**config.mk**
```make
export PLATFORM = sky130hd
export DESIGN_NAME = cubic_bezier_timing_solver
export DESIGN_NICKNAME = d
export VERILOG_FILES = /design/src/cbts_pkg.sv /design/src/cubic_bezier_timing_solver.sv
export SDC_FILE = /design/constraint.sdc
export NUM_CORES = 2
export LEC_CHECK = 0
export ABC_AREA = 1
export BUFFER_PORTS_ARGS = -buffer_cell sky130_fd_sc_hd__buf_2
export CORE_MARGIN = 4
export CORE_UTILIZATION = 40
export CTS_CLUSTER_SIZE = 10
export DETAILED_ROUTE_END_ITERATION = 7
export HOLD_SLACK_MARGIN = 0.1
export PLACE_DENSITY = 0.53
export SYNTH_ARGS = -nofsm -noshare
export SYNTH_HDL_FRONTEND = slang
export SYNTH_SLANG_ARGS = --single-unit
```
**constraint.sdc**
```tcl
create_clock -name clk -period 31.5 [get_ports clk]
set_input_delay 6.3 -clock clk [delete_from_list [all_inputs] [get_ports clk]]
set_output_delay 6.3 -clock clk [all_outputs]
set_load 0.005 [all_outputs]
```
**src/cbts_pkg.sv**
```systemverilog
// shared types and constants for the cubic bezier timing solver
// no dependencies

package cbts_pkg;

	typedef enum logic [2:0] {
		ST_IDLE,
		ST_MUL,
		ST_CHECK,
		ST_DIVSET,
		ST_DIV,
		ST_UPD,
		ST_FINAL,
		ST_OUT
	} state_t;

	// multiplier micro-op sequence: value ops then slope ops
	localparam logic [3:0] OP_UU    = 4'd0;
	localparam logic [3:0] OP_US    = 4'd1;
	localparam logic [3:0] OP_SS    = 4'd2;
	localparam logic [3:0] OP_UUS   = 4'd3;
	localparam logic [3:0] OP_A     = 4'd4;
	localparam logic [3:0] OP_USS   = 4'd5;
	localparam logic [3:0] OP_B     = 4'd6;
	localparam logic [3:0] OP_C     = 4'd7;
	localparam logic [3:0] OP_DA    = 4'd8;
	localparam logic [3:0] OP_DB    = 4'd9;
	localparam logic [3:0] OP_DC    = 4'd10;

	localparam logic [2:0] REG_CTRL1_X = 3'd0;
	localparam logic [2:0] REG_CTRL1_Y = 3'd1;
	localparam logic [2:0] REG_CTRL2_X = 3'd2;
	localparam logic [2:0] REG_CTRL2_Y = 3'd3;

	localparam int NEWTON_TOL = 7;

endpackage

```
**src/cubic_bezier_timing_solver.sv**
```systemverilog
// cubic bezier timing curve solver, top level
// depends on cbts_pkg
//
// Accepts a time fraction on start when busy is low and answers Y(s) with a one-cycle done
// strobe; the receiver cannot stall. Zero and one-or-above time skip the solver and go
// straight to the output state. Otherwise each Newton step runs 8 multiplier ops and a
// check for X(s), then 3 multiplier ops for the slope, a divider setup, the bit-serial
// divider and an update; a step that meets the tolerance stops after its check, and a zero
// slope stops at the divider setup. Up to NEWTON_STEPS steps are run, then a clamp, 8
// multiplier ops for Y and an output state, and done follows in the next cycle.
// One shared multiplier and one restoring divider under a small sequencer do all work.

module cubic_bezier_timing_solver #(
	parameter int NEWTON_STEPS = 8,
	parameter int FRAC_BITS    = 16
) (
	input  logic                    clk,
	input  logic                    arst_n,
	input  logic                    start,
	output logic                    busy,
	input  logic [FRAC_BITS:0]      time_frac,
	output logic                    done,
	output logic signed [FRAC_BITS+2:0] eased_value,
	input  logic                    cfg_valid,
	output logic                    cfg_ready,
	input  logic [2:0]              cfg_index,
	input  logic [FRAC_BITS+1:0]    cfg_data
);
	import cbts_pkg::*;

	localparam int XW = FRAC_BITS + 1;
	localparam int YW = FRAC_BITS + 2;
	localparam int OW = FRAC_BITS + 3;
	localparam int SW = FRAC_BITS + 4;
	localparam int MW = FRAC_BITS + 9;
	localparam int DW = FRAC_BITS + 14;
	localparam int NW = DW + FRAC_BITS;
	localparam int IW = $clog2(NEWTON_STEPS + 1);
	localparam int CW = $clog2(NW + 1);

	localparam logic signed [SW-1:0] S_ONE = SW'(1) <<< FRAC_BITS;
	localparam logic signed [SW-1:0] S_LIM = SW'(4) <<< FRAC_BITS;
	localparam logic signed [DW-1:0] D_ONE = DW'(1) <<< FRAC_BITS;
	localparam logic signed [DW-1:0] O_MAX = DW'((64'(1) << (OW - 1)) - 1);
	localparam logic signed [DW-1:0] O_MIN = -(DW'(1) <<< (OW - 1));

	state_t state_q, state_d;

	logic [XW-1:0] c1x_q, c2x_q, t_q;
	logic [YW-1:0] c1y_q, c2y_q;
	logic signed [SW-1:0] s_q;
	logic signed [MW-1:0] uu_q, us_q, ss_q, tmp_q;
	logic signed [DW-1:0] acc_q, e_q;
	logic [3:0] op_q;
	logic [IW-1:0] iter_q;
	logic mode_y_q, neg_q, done_q;
	logic [DW-1:0] den_q, rem_q;
	logic [NW-1:0] num_q;
	logic [CW-1:0] cnt_q;

	// config writes
	assign cfg_ready = 1'b1;
	always_ff @(posedge clk or negedge arst_n) begin
		if (!arst_n) begin
			c1x_q <= '0;
			c1y_q <= '0;
			c2x_q <= XW'(1) << FRAC_BITS;
			c2y_q <= YW'(1) << FRAC_BITS;
		end else if (cfg_valid) begin
			unique case (cfg_index)
				REG_CTRL1_X: c1x_q <= cfg_data[XW-1:0];
				REG_CTRL1_Y: c1y_q <= cfg_data;
				REG_CTRL2_X: c2x_q <= cfg_data[XW-1:0];
				REG_CTRL2_Y: c2y_q <= cfg_data;
				default: ;
			endcase
		end
	end

	// operand selection for the shared multiplier
	logic signed [MW-1:0] p1, p2, s_m, u_m, opa, opb;
	assign p1  = mode_y_q ? MW'($signed(c1y_q)) : MW'($signed({1'b0, c1x_q}));
	assign p2  = mode_y_q ? MW'($signed(c2y_q)) : MW'($signed({1'b0, c2x_q}));
	assign s_m = MW'(s_q);
	assign u_m = MW'(S_ONE) - s_m;

	always_comb begin
		opa = uu_q;
		opb = s_m;
		unique case (op_q)
			OP_UU:  begin opa = u_m;   opb = u_m;                end
			OP_US:  begin opa = u_m;   opb = s_m;                end
			OP_SS:  begin opa = s_m;   opb = s_m;                end
			OP_UUS: begin opa = uu_q;  opb = s_m;                end
			OP_A:   begin opa = tmp_q; opb = p1;                 end
			OP_USS: begin opa = us_q;  opb = s_m;                end
			OP_B:   begin opa = tmp_q; opb = p2;                 end
			OP_C:   begin opa = ss_q;  opb = s_m;                end
			OP_DA:  begin opa = uu_q;  opb = p1;                 end
			OP_DB:  begin opa = us_q;  opb = p2 - p1;            end
			OP_DC:  begin opa = ss_q;  opb = MW'(S_ONE) - p2;    end
			default: begin opa = uu_q; opb = s_m;                end
		endcase
	end

	// rounded fixed-point product, ties away from zero
	logic [MW-1:0] mag_a, mag_b;
	logic [2*MW-1:0] mag_p;
	logic [DW-1:0] mag_r;
	logic signed [DW-1:0] prod, term;
	assign mag_a = opa[MW-1] ? MW'(-opa) : MW'(opa);
	assign mag_b = opb[MW-1] ? MW'(-opb) : MW'(opb);
	assign mag_p = mag_a * mag_b + ((2*MW)'(1) << (FRAC_BITS - 1));
	assign mag_r = mag_p[FRAC_BITS +: DW];
	assign prod  = (opa[MW-1] ^ opb[MW-1]) ? -$signed(mag_r) : $signed(mag_r);

	always_comb begin
		unique case (op_q)
			OP_A, OP_B, OP_DA, OP_DC: term = prod + (prod <<< 1);
			OP_DB:                    term = (prod <<< 2) + (prod <<< 1);
			OP_C:                     term = prod;
			default:                  term = '0;
		endcase
	end

	logic signed [DW-1:0] e_now;
	logic e_small;
	assign e_now   = acc_q - DW'($signed({1'b0, t_q}));
	assign e_small = (e_now > -DW'(NEWTON_TOL)) && (e_now < DW'(NEWTON_TOL));

	// divider trial subtract
	logic [DW:0] trial;
	assign trial = {rem_q, num_q[NW-1]} - {1'b0, den_q};

	// s update with saturation
	logic signed [NW+1:0] q_s, s_new;
	assign q_s   = neg_q ? -$signed({2'b00, num_q}) : $signed({2'b00, num_q});
	assign s_new = (NW+2)'(s_q) - q_s;

	logic t_zero, t_big;
	assign t_zero = (time_frac == '0);
	assign t_big  = time_frac[FRAC_BITS];

	// next state
	always_comb begin
		state_d = state_q;
		unique case (state_q)
			ST_IDLE:   if (start) begin
				state_d = (t_zero || t_big) ? ST_OUT : ST_MUL;
			end
			ST_MUL: begin
				if (op_q == OP_C && mode_y_q) state_d = ST_OUT;
				else if (op_q == OP_C) state_d = ST_CHECK;
				else if (op_q == OP_DC) state_d = ST_DIVSET;
			end
			ST_CHECK:  state_d = e_small ? ST_FINAL : ST_MUL;
			ST_DIVSET: state_d = (acc_q == '0) ? ST_FINAL : ST_DIV;
			ST_DIV:    if (cnt_q == CW'(NW - 1)) state_d = ST_UPD;
			ST_UPD:    state_d = (iter_q == IW'(NEWTON_STEPS - 1)) ? ST_FINAL : ST_MUL;
			ST_FINAL:  state_d = ST_MUL;
			ST_OUT:    state_d = ST_IDLE;
			default:   state_d = ST_IDLE;
		endcase
	end

	// outputs
	always_comb begin
		busy = (state_q != ST_IDLE);
		done = done_q;
		if (acc_q > O_MAX) eased_value = OW'(O_MAX);
		else if (acc_q < O_MIN) eased_value = OW'(O_MIN);
		else eased_value = OW'(acc_q);
	end

	always_ff @(posedge clk or negedge arst_n) begin
		if (!arst_n) begin
			state_q  <= ST_IDLE;
			done_q   <= 1'b0;
			op_q     <= OP_UU;
			iter_q   <= '0;
			mode_y_q <= 1'b0;
			cnt_q    <= '0;
		end else begin
			state_q <= state_d;
			done_q  <= 1'b0;
			unique case (state_q)
				ST_IDLE: begin
					op_q     <= OP_UU;
					iter_q   <= '0;
					mode_y_q <= 1'b0;
				end
				ST_MUL: op_q <= (op_q == OP_C) ? OP_DA : op_q + 4'd1;
				ST_CHECK: op_q <= OP_DA;
				ST_DIVSET: cnt_q <= '0;
				ST_DIV: cnt_q <= cnt_q + CW'(1);
				ST_UPD: begin
					iter_q <= iter_q + IW'(1);
					op_q   <= OP_UU;
				end
				ST_FINAL: begin
					mode_y_q <= 1'b1;
					op_q     <= OP_UU;
				end
				ST_OUT: done_q <= 1'b1;
				default: ;
			endcase
		end
	end

	// datapath, no reset needed
	always_ff @(posedge clk) begin
		unique case (state_q)
			ST_IDLE: begin
				t_q   <= time_frac;
				s_q   <= SW'($signed({1'b0, time_frac}));
				acc_q <= t_big ? D_ONE : '0;
			end
			ST_MUL: begin
				unique case (op_q)
					OP_UU:  uu_q  <= MW'(prod);
					OP_US:  us_q  <= MW'(prod);
					OP_SS:  ss_q  <= MW'(prod);
					OP_UUS, OP_USS: tmp_q <= MW'(prod);
					default: ;
				endcase
				acc_q <= acc_q + term;
			end
			ST_CHECK: begin
				e_q   <= e_now;
				acc_q <= '0;
			end
			ST_DIVSET: begin
				neg_q <= e_q[DW-1] ^ acc_q[DW-1];
				den_q <= acc_q[DW-1] ? DW'(-acc_q) : DW'(acc_q);
				num_q <= NW'(e_q[DW-1] ? DW'(-e_q) : DW'(e_q)) << FRAC_BITS;
				rem_q <= '0;
			end
			ST_DIV: begin
				if (!trial[DW]) begin
					rem_q <= trial[DW-1:0];
					num_q <= {num_q[NW-2:0], 1'b1};
				end else begin
					rem_q <= {rem_q[DW-2:0], num_q[NW-1]};
					num_q <= {num_q[NW-2:0], 1'b0};
				end
			end
			ST_UPD: begin
				if (s_new > (NW+2)'(S_LIM)) s_q <= S_LIM;
				else if (s_new < -(NW+2)'(S_LIM)) s_q <= -S_LIM;
				else s_q <= SW'(s_new);
				acc_q <= '0;
			end
			ST_FINAL: begin
				if (s_q < 0) s_q <= '0;
				else if (s_q > S_ONE) s_q <= S_ONE;
				acc_q <= '0;
			end
			default: ;
		endcase
	end

	a_done_pulse: assert property (@(posedge clk) disable iff (!arst_n) done |=> !done)
		else $error("done held longer than one cycle");
	a_start_busy: assert property (@(posedge clk) disable iff (!arst_n)
		(start && !busy) |=> busy)
		else $error("request accepted but block not busy");
	a_done_idle: assert property (@(posedge clk) disable iff (!arst_n) done |-> !busy)
		else $error("done while still busy");
	a_iter_bound: assert property (@(posedge clk) disable iff (!arst_n)
		iter_q <= IW'(NEWTON_STEPS))
		else $error("newton step count overran");

endmodule

```
# Yosys cells after proc, flatten, opt, wreduce, memory -nomap -nowiden
# Index checks and enable logic that the tools add are counted.
[op_classes] addsub=19 multipliers=1 magnitude_cmp=8 n_eq_ne=26 muxes=40 bitwise_logic=2 n_reduce_logical=34
[op_table] cell="25-bit case mux with 5 select lines" count=2
[op_table] cell="30-bit case mux with 3 select lines" count=2
[op_table] cell="25-bit two-way mux" count=4
[op_table] cell="46-bit case mux with 2 select lines" count=1
[op_table] cell="30-bit adder" count=3
[op_table] cell="30-bit two-way mux" count=3
[op_table] cell="30-bit negator" count=3
[op_table] cell="20-bit two-way mux" count=4
[op_table] cell="20-bit case mux with 3 select lines" count=1
[op_table] cell="30-bit case mux with 2 select lines" count=1
[op_table] cell="25-bit negator" count=2
[op_table] cell="48-bit by 20-bit > comparator with 1-bit output (second input constant)" count=1
[op_table] cell="48-bit by 19-bit < comparator with 1-bit output (second input constant)" count=1
[op_table] cell="48-bit two-way mux" count=1
[op_table] cell="46-bit negator with 48-bit output" count=1
[op_table] cell="20-bit by 48-bit subtractor with 48-bit output" count=1
[op_table] cell="46-bit by 16-bit adder with 46-bit output (second input constant)" count=1
[op_table] cell="25-bit by 25-bit multiplier with 46-bit output" count=1
[op_table] cell="19-bit two-way mux" count=2
[op_table] cell="31-bit by 30-bit subtractor with 31-bit output" count=1
[op_table] cell="30-bit by 19-bit > comparator with 1-bit output (second input constant)" count=1
[op_table] cell="30-bit by 4-bit > comparator with 1-bit output (second input constant)" count=1
[op_table] cell="30-bit logical NOT" count=1
[op_table] cell="30-bit by 19-bit < comparator with 1-bit output (second input constant)" count=1
[op_table] cell="other kinds (44)" count=90
[word_totals] reg_bits=393 input_bits=42 out_inout_bits=22 word_cells=153

# Longest topological paths before layout
[depth] depth_word=13 mapped_depth=96 ltp_nobuf=94

# Worst setup path before layout
# Ideal clock, no wire load.
[synth_timing] path_kind="register -> register" from="reg mode_y_q" to="reg acc_q[29] (data pin)" setup_time_ns=0.253 t_arrival_ns=13.771 t_required_ns=31.247 path_slack_ns=17.476 stages_incl_launch_ff=86 n_path_buf=4 period_less_slack_ns=14.024 path_cell_list="dfrtp_1 buf_4 buf_4 buf_1 mux2i_1 ha_1 nand2_1 nor3_1 nand2_1 nand2_1 inv_1 o21ai_0 inv_1 o21ai_0 inv_1 o21ai_0 nand2_1 nand3_1 [50 not listed] nand2_1 inv_1 nand3_2 nand2_2 nand3_1 nand2_1 xor2_1 o211ai_1 ha_1 a21oi_1 o21bai_1 a21oi_1 o21ai_0 xor2_1 inv_1 nand2_1 nand2_1 nor2_1"
[synth_between] elab_chain_cells=13 elab_cells_between_ends=17 cone_classes="add/sub: 8; mul: 1; mux: 7; bitwise: 1"
[synth_rtl] element="start, declared" line="cubic_bezier_timing_solver.sv:56" rtl="logic mode_y_q, neg_q, done_q;"
[synth_rtl] element="start signal, assigned" line="cubic_bezier_timing_solver.sv:181" rtl="mode_y_q <= 1'b0;"
[synth_rtl] element="start signal, assigned" line="cubic_bezier_timing_solver.sv:190" rtl="mode_y_q <= 1'b0;"
[synth_rtl] element="start signal, assigned" line="cubic_bezier_timing_solver.sv:201" rtl="mode_y_q <= 1'b1;"
[synth_rtl] element="25-bit two-way mux (on tied branches)" line="cubic_bezier_timing_solver.sv:83, cubic_bezier_timing_solver.sv:82"
[synth_rtl] element="18-bit by 25-bit subtractor with 25-bit output or 25-bit subtractor (tied branches)" line="cubic_bezier_timing_solver.sv:101, cubic_bezier_timing_solver.sv:100"
[synth_rtl] element="25-bit case mux with 5 select lines *" line="cubic_bezier_timing_solver.sv:90" rtl="unique case (op_q)"
[synth_rtl] element="25-bit negator" line="cubic_bezier_timing_solver.sv:112" rtl="assign mag_b = opb[MW-1] ? MW'(-opb) : MW'(opb);"
[synth_rtl] element="25-bit two-way mux" line="cubic_bezier_timing_solver.sv:112"
[synth_rtl] element="25-bit by 25-bit multiplier with 46-bit output" line="cubic_bezier_timing_solver.sv:113" rtl="assign mag_p = mag_a * mag_b + ((2*MW)'(1) << (FRAC_BITS - 1));"
[synth_rtl] element="46-bit by 16-bit adder with 46-bit output" line="cubic_bezier_timing_solver.sv:113"
[synth_rtl] element="30-bit negator" line="cubic_bezier_timing_solver.sv:115" rtl="assign prod = (opa[MW-1] ^ opb[MW-1]) ? -$signed(mag_r) : $signed(mag_r);"
[synth_rtl] element="30-bit two-way mux *" line="cubic_bezier_timing_solver.sv:115"
[synth_rtl] element="named net prod[7]" line="cubic_bezier_timing_solver.sv:110" rtl="logic signed [DW-1:0] prod, term;"
[synth_rtl] element="30-bit adder (on tied branches)" line="cubic_bezier_timing_solver.sv:119, cubic_bezier_timing_solver.sv:120"
[synth_rtl] element="30-bit case mux with 3 select lines *" line="cubic_bezier_timing_solver.sv:118" rtl="unique case (op_q)"
[synth_rtl] element="30-bit adder *" line="cubic_bezier_timing_solver.sv:226" rtl="acc_q <= acc_q + term;"
[synth_rtl] element="30-bit case mux with 3 select lines *" line="cubic_bezier_timing_solver.sv:212" rtl="unique case (state_q)"
[synth_rtl] element="end signal, assigned" line="cubic_bezier_timing_solver.sv:216" rtl="acc_q <= t_big ? D_ONE : '0;"
[synth_rtl] element="end signal, assigned" line="cubic_bezier_timing_solver.sv:226"
[synth_rtl] element="end, declared" line="cubic_bezier_timing_solver.sv:53" rtl="logic signed [DW-1:0] acc_q, e_q;"
# Mark *: on every way through the listed nets, which the timed path passes. The rest lies on a longest branch.
# A chain may end at the register's enable or synchronous reset.

# Worst setup path after layout
# Ends and elaborated chain as after synthesis.

==> out/metrics.sh <==
SKEW_FINAL_NS=0.0254
POSTSYNTHCELLCOUNT=6336
PATH_CATEGORY_OF_THE_WORST_MIN_DELAY_CHECK='reg2reg'
INITIAL_ANTENNA_VIOLATION_COUNT=6
NUMPLACEDINSTANCES=7983
SYNTHESIS.AREA_UM2=50000
ROW_COUNT=129
CTS.HOLD.BUFFERS_ADDED=0
POSTCTSSETUPREPAIRBUFS=0
GRTUSAGETOTAL_PCT=24.9
SYN_AVG_CELL_AREA_UM2=7.90
WORST_EP_ARRIVAL_TIME_NS=18.16
CRIT_PATH_MAX_FANOUT=41
FIN_TNS_SETUP_NS=0
WIRE_PER_INST_UM=20.4
CORE_REGION_AREA_UM2=124000
DRT-VIAS-PER-INSTANCE=5.25
SYNTH.DISTINCT_CELLS=79
GRT_START_MAX_NET_PINS=70
CLOCK_TREE.ROOT_CELL='sky130_fd_sc_hd__clkbuf_16'
PERIOD_MINUS_SLACK_NS=17.82
HPWLAFTERDP_UM=132000
MAXSLEWVIOLCOUNT=0
POSTROUTEWIRELENGTH_UM=164000
YOSYSSEQAREASHARE_PCT=22.7
FINAL_COMMON_CELL='sky130_fd_sc_hd__nand2_1'
CTS_REPAIR_RESIZE_COUNT=0
GRT_PASS1_VIAS=41898
AREA_DELTA_SYNTH_FINAL_PCT=7.55
DIE_H_UM=362
WORST_PATH_MOST_REPEATED_CELL='sky130_fd_sc_hd__inv_1'
FINAL_MIN_PERIOD_OVER_CLOCK_PERIOD_PCT=56.6
SETUP.WORST_PATH.START_CLASS='flop'
POST_LAYOUT_INSTANCE_COUNT_EXCLUDING_FILLER_CELLS=8059
OVERFLOW=0
NUMBER_OF_DESIGN_RULE_VIOLATIONS_LEFT_BY_THE_FIRST_DETAILED_ROUTER_ITERATION=3463
TIMING_WORST_SLEW_PIN_VALUE_NS=1.21
CRIT_PATH_TOP_DELAY_CELL='sky130_fd_sc_hd__dfrtp_2'
CTS_BUFFERS=46
TRITONCTS='done'
TIMING.FMAX_MHz=56.1
FINALHOLDVIOLCOUNT=0
CRITICALPATHCATEGORY='reg2reg'
YS.WARNINGS.COUNT=0
SYNTH_SEQ_CELLS=393
DIE_X_UM=362
DIE_AREA_UM2=131000
ROUTE.ANTENNA.REMAINING_NETS=0
PORTBUFFERS=62
MOST-COMMON-LAYOUT-CELLS='sky130_fd_sc_hd__nand2_1, sky130_fd_sc_hd__inv_1, sky130_fd_sc_hd__nor2_1'
DOMINANTREGCELLSYNTH='sky130_fd_sc_hd__edfxtp_1'
END_KIND='flop'
DRC_VIOLATIONS_LEFT=0
SYNTH-ASYNC-RESET-RATIO_PCT=22.6
PATH_CLK_SLEW_NS=0.05
MAXCAPVIOLCOUNT=0
RESULT_OF_THE_RUN='complete, no violations'
FINALSETUPVIOLCOUNT=0
CPPEAKSTAGEDELAY_NS=1.00
TOP_LEVEL_PORTS=64
CRIT_REQUIRED_NS=31.84
HTREEDEPTH=2
UNREPAIRED_SETUP_ENDPOINTS_AFTER_GLOBAL_ROUTING='no'
SYNTH-EDFF-COUNT=304
N_FILL_CELL=12778
WORST_SKEW_PAIR.LATE_LATENCY_NS=0.60
WORST_SLEW_MARGIN_REL_PCT=19.1
CLKSINKCOUNT=393
NETS=7323
BUFFERS_FROM_CLOCK_ROOT_TO_SINK_AT_MOST=3
GPL.FINAL_WEIGHTED_CONGESTION=0.974
GLOBAL_ROUTE_WIRE_LENGTH_BEFORE_REPAIR_UM=252000
START_UTIL_PCT=40.4
DRT_PASS1_ITERATIONS=6
DR_TOTAL_VIAS=42334
DRIVE_GT1_SHARE_PCT=5.30
-- cell usage after synthesis, types with 7 or more instances --
| cell type | count | area, µm² |
|---|---|---|
| sky130_fd_sc_hd__nand2_1 | 1298 | 4870 |
| sky130_fd_sc_hd__inv_1 | 1242 | 4660 |
| sky130_fd_sc_hd__nor2_1 | 581 | 2180 |
| sky130_fd_sc_hd__fa_1 | 527 | 10600 |
| sky130_fd_sc_hd__ha_1 | 360 | 4500 |
| sky130_fd_sc_hd__a21oi_1 | 333 | 1670 |
| sky130_fd_sc_hd__o21ai_0 | 311 | 1560 |
| sky130_fd_sc_hd__edfxtp_1 | 304 | 9130 |
| sky130_fd_sc_hd__xor2_1 | 216 | 1890 |
| sky130_fd_sc_hd__nand3_1 | 194 | 971 |
| sky130_fd_sc_hd__clkbuf_1 | 135 | 507 |
| sky130_fd_sc_hd__dfrtp_1 | 87 | 2180 |
| sky130_fd_sc_hd__xnor2_1 | 81 | 709 |
| sky130_fd_sc_hd__nor3_1 | 80 | 400 |
| sky130_fd_sc_hd__nand4_1 | 62 | 388 |
| sky130_fd_sc_hd__nand2_2 | 41 | 257 |
| sky130_fd_sc_hd__a211oi_1 | 34 | 255 |
| sky130_fd_sc_hd__nor4_1 | 33 | 206 |
| sky130_fd_sc_hd__o211ai_1 | 33 | 248 |
| sky130_fd_sc_hd__a31oi_1 | 30 | 188 |
| sky130_fd_sc_hd__or2_2 | 24 | 150 |
| sky130_fd_sc_hd__o21ai_1 | 23 | 115 |
| sky130_fd_sc_hd__o22ai_1 | 21 | 131 |
| sky130_fd_sc_hd__inv_2 | 18 | 67.6 |
| sky130_fd_sc_hd__o21a_1 | 18 | 135 |
| sky130_fd_sc_hd__o21bai_1 | 16 | 120 |
| sky130_fd_sc_hd__mux2i_1 | 15 | 150 |
| sky130_fd_sc_hd__buf_2 | 13 | 65.1 |
| sky130_fd_sc_hd__clkinv_1 | 13 | 48.8 |
| sky130_fd_sc_hd__o31ai_1 | 13 | 97.6 |
| sky130_fd_sc_hd__a21o_1 | 11 | 82.6 |
| sky130_fd_sc_hd__nor2_2 | 11 | 68.8 |
| sky130_fd_sc_hd__nand2_4 | 10 | 113 |
| sky130_fd_sc_hd__nand3b_1 | 10 | 75.1 |
| sky130_fd_sc_hd__nand3_2 | 9 | 90.1 |
| sky130_fd_sc_hd__buf_4 | 8 | 60.1 |
| sky130_fd_sc_hd__buf_1 | 7 | 26.3 |
-- path summary, 6_finish.rpt --
kind                       slack (ns)                    end                  from  depth (start not counted)
min in group asynchronous        5.70  c1x_q[15]$_DFFE_PN0P_                arst_n                          1
min                              0.48   c1y_q[1]$_DFFE_PN0P_  c1y_q[1]$_DFFE_PN0P_                          2
min reg2reg                      0.48   c1y_q[1]$_DFFE_PN0P_  c1y_q[1]$_DFFE_PN0P_                          2
max                             13.68    acc_q[29]$_DFFE_PP_  mode_y_q$_DFFE_PN0P_                         79
max in group asynchronous       24.68   mode_y_q$_DFFE_PN0P_                arst_n                          2
max reg2reg                     13.68    acc_q[29]$_DFFE_PP_  mode_y_q$_DFFE_PN0P_                         79
-- area by class of cell --
class,count,area [µm²],area share (%)
diodes,1,2.50,0.00465
clock buffers,70,1280,2.38
clock inverters,5,93.8,0.174
inverters,1273,4780,8.88
multi-input cells,4570,33600,62.4
flip-flops and latches,393,11400,21.1
well taps,1637,2050,3.81
repair buffers,110,673,1.25
-- metrics by stage --
stage                     hold slack [ns]  instance area, µm²  worst slack [ns]  util, %
final                               0.480               53800             13.68     43.4
after global routing                0.503               53800             12.19     43.4
after global placement              0.464               52400             14.00     42.3
after CTS                           0.485               53800             13.83     43.4
after detailed placement            0.472               52400             13.92     42.3
after floorplan                     0.445               50300             17.48        -
-- worst max-delay path, delay by kind of cell, from the launching register on --
kind | cells | cell delay [ns]
fa+ha+maj | 12 | 5.05
compound gates | 25 | 3.97
simple gates | 22 | 3.68
buf+inv | 16 | 2.44
xor+xnor | 4 | 1.39
flops | 1 | 1.00
-- per-layer routing --
metal	track usage, %	share of wire [%]
met5	0	0.012
met4	5.34	2.4
met3	4.54	7.3
met2	39.5	44
met1	35.7	46
-- sequential cells by signal (all words and copies together), names as in the netlist, 6 cells and up --
signal,cells
acc_q,30
rem_q,30
c1y_q,18
c1x_q,17
c2y_q,18
num_q,46
cnt_q,6
den_q,30
tmp_q,25
c2x_q,17
e_q,30
uu_q,25
s_q,20
t_q,17
us_q,25
ss_q,25
-- cell families after synthesis --
family	Yosys count	synth area share, %
buffers and inverters	1441	11.0
xor gates and xnor gates	300	5.30
AOI/OAI and AO/OA	913	10.5
DFF	393	22.7
other	2	0.0150
adders and majority gates	887	30.1
muxes	15	0.300
and+or+nand+nor	2385	20.1
Power is left out: the tool's default activity adds up to more than one toggle a clock period on the data nets, which glitch-free logic cannot reach.
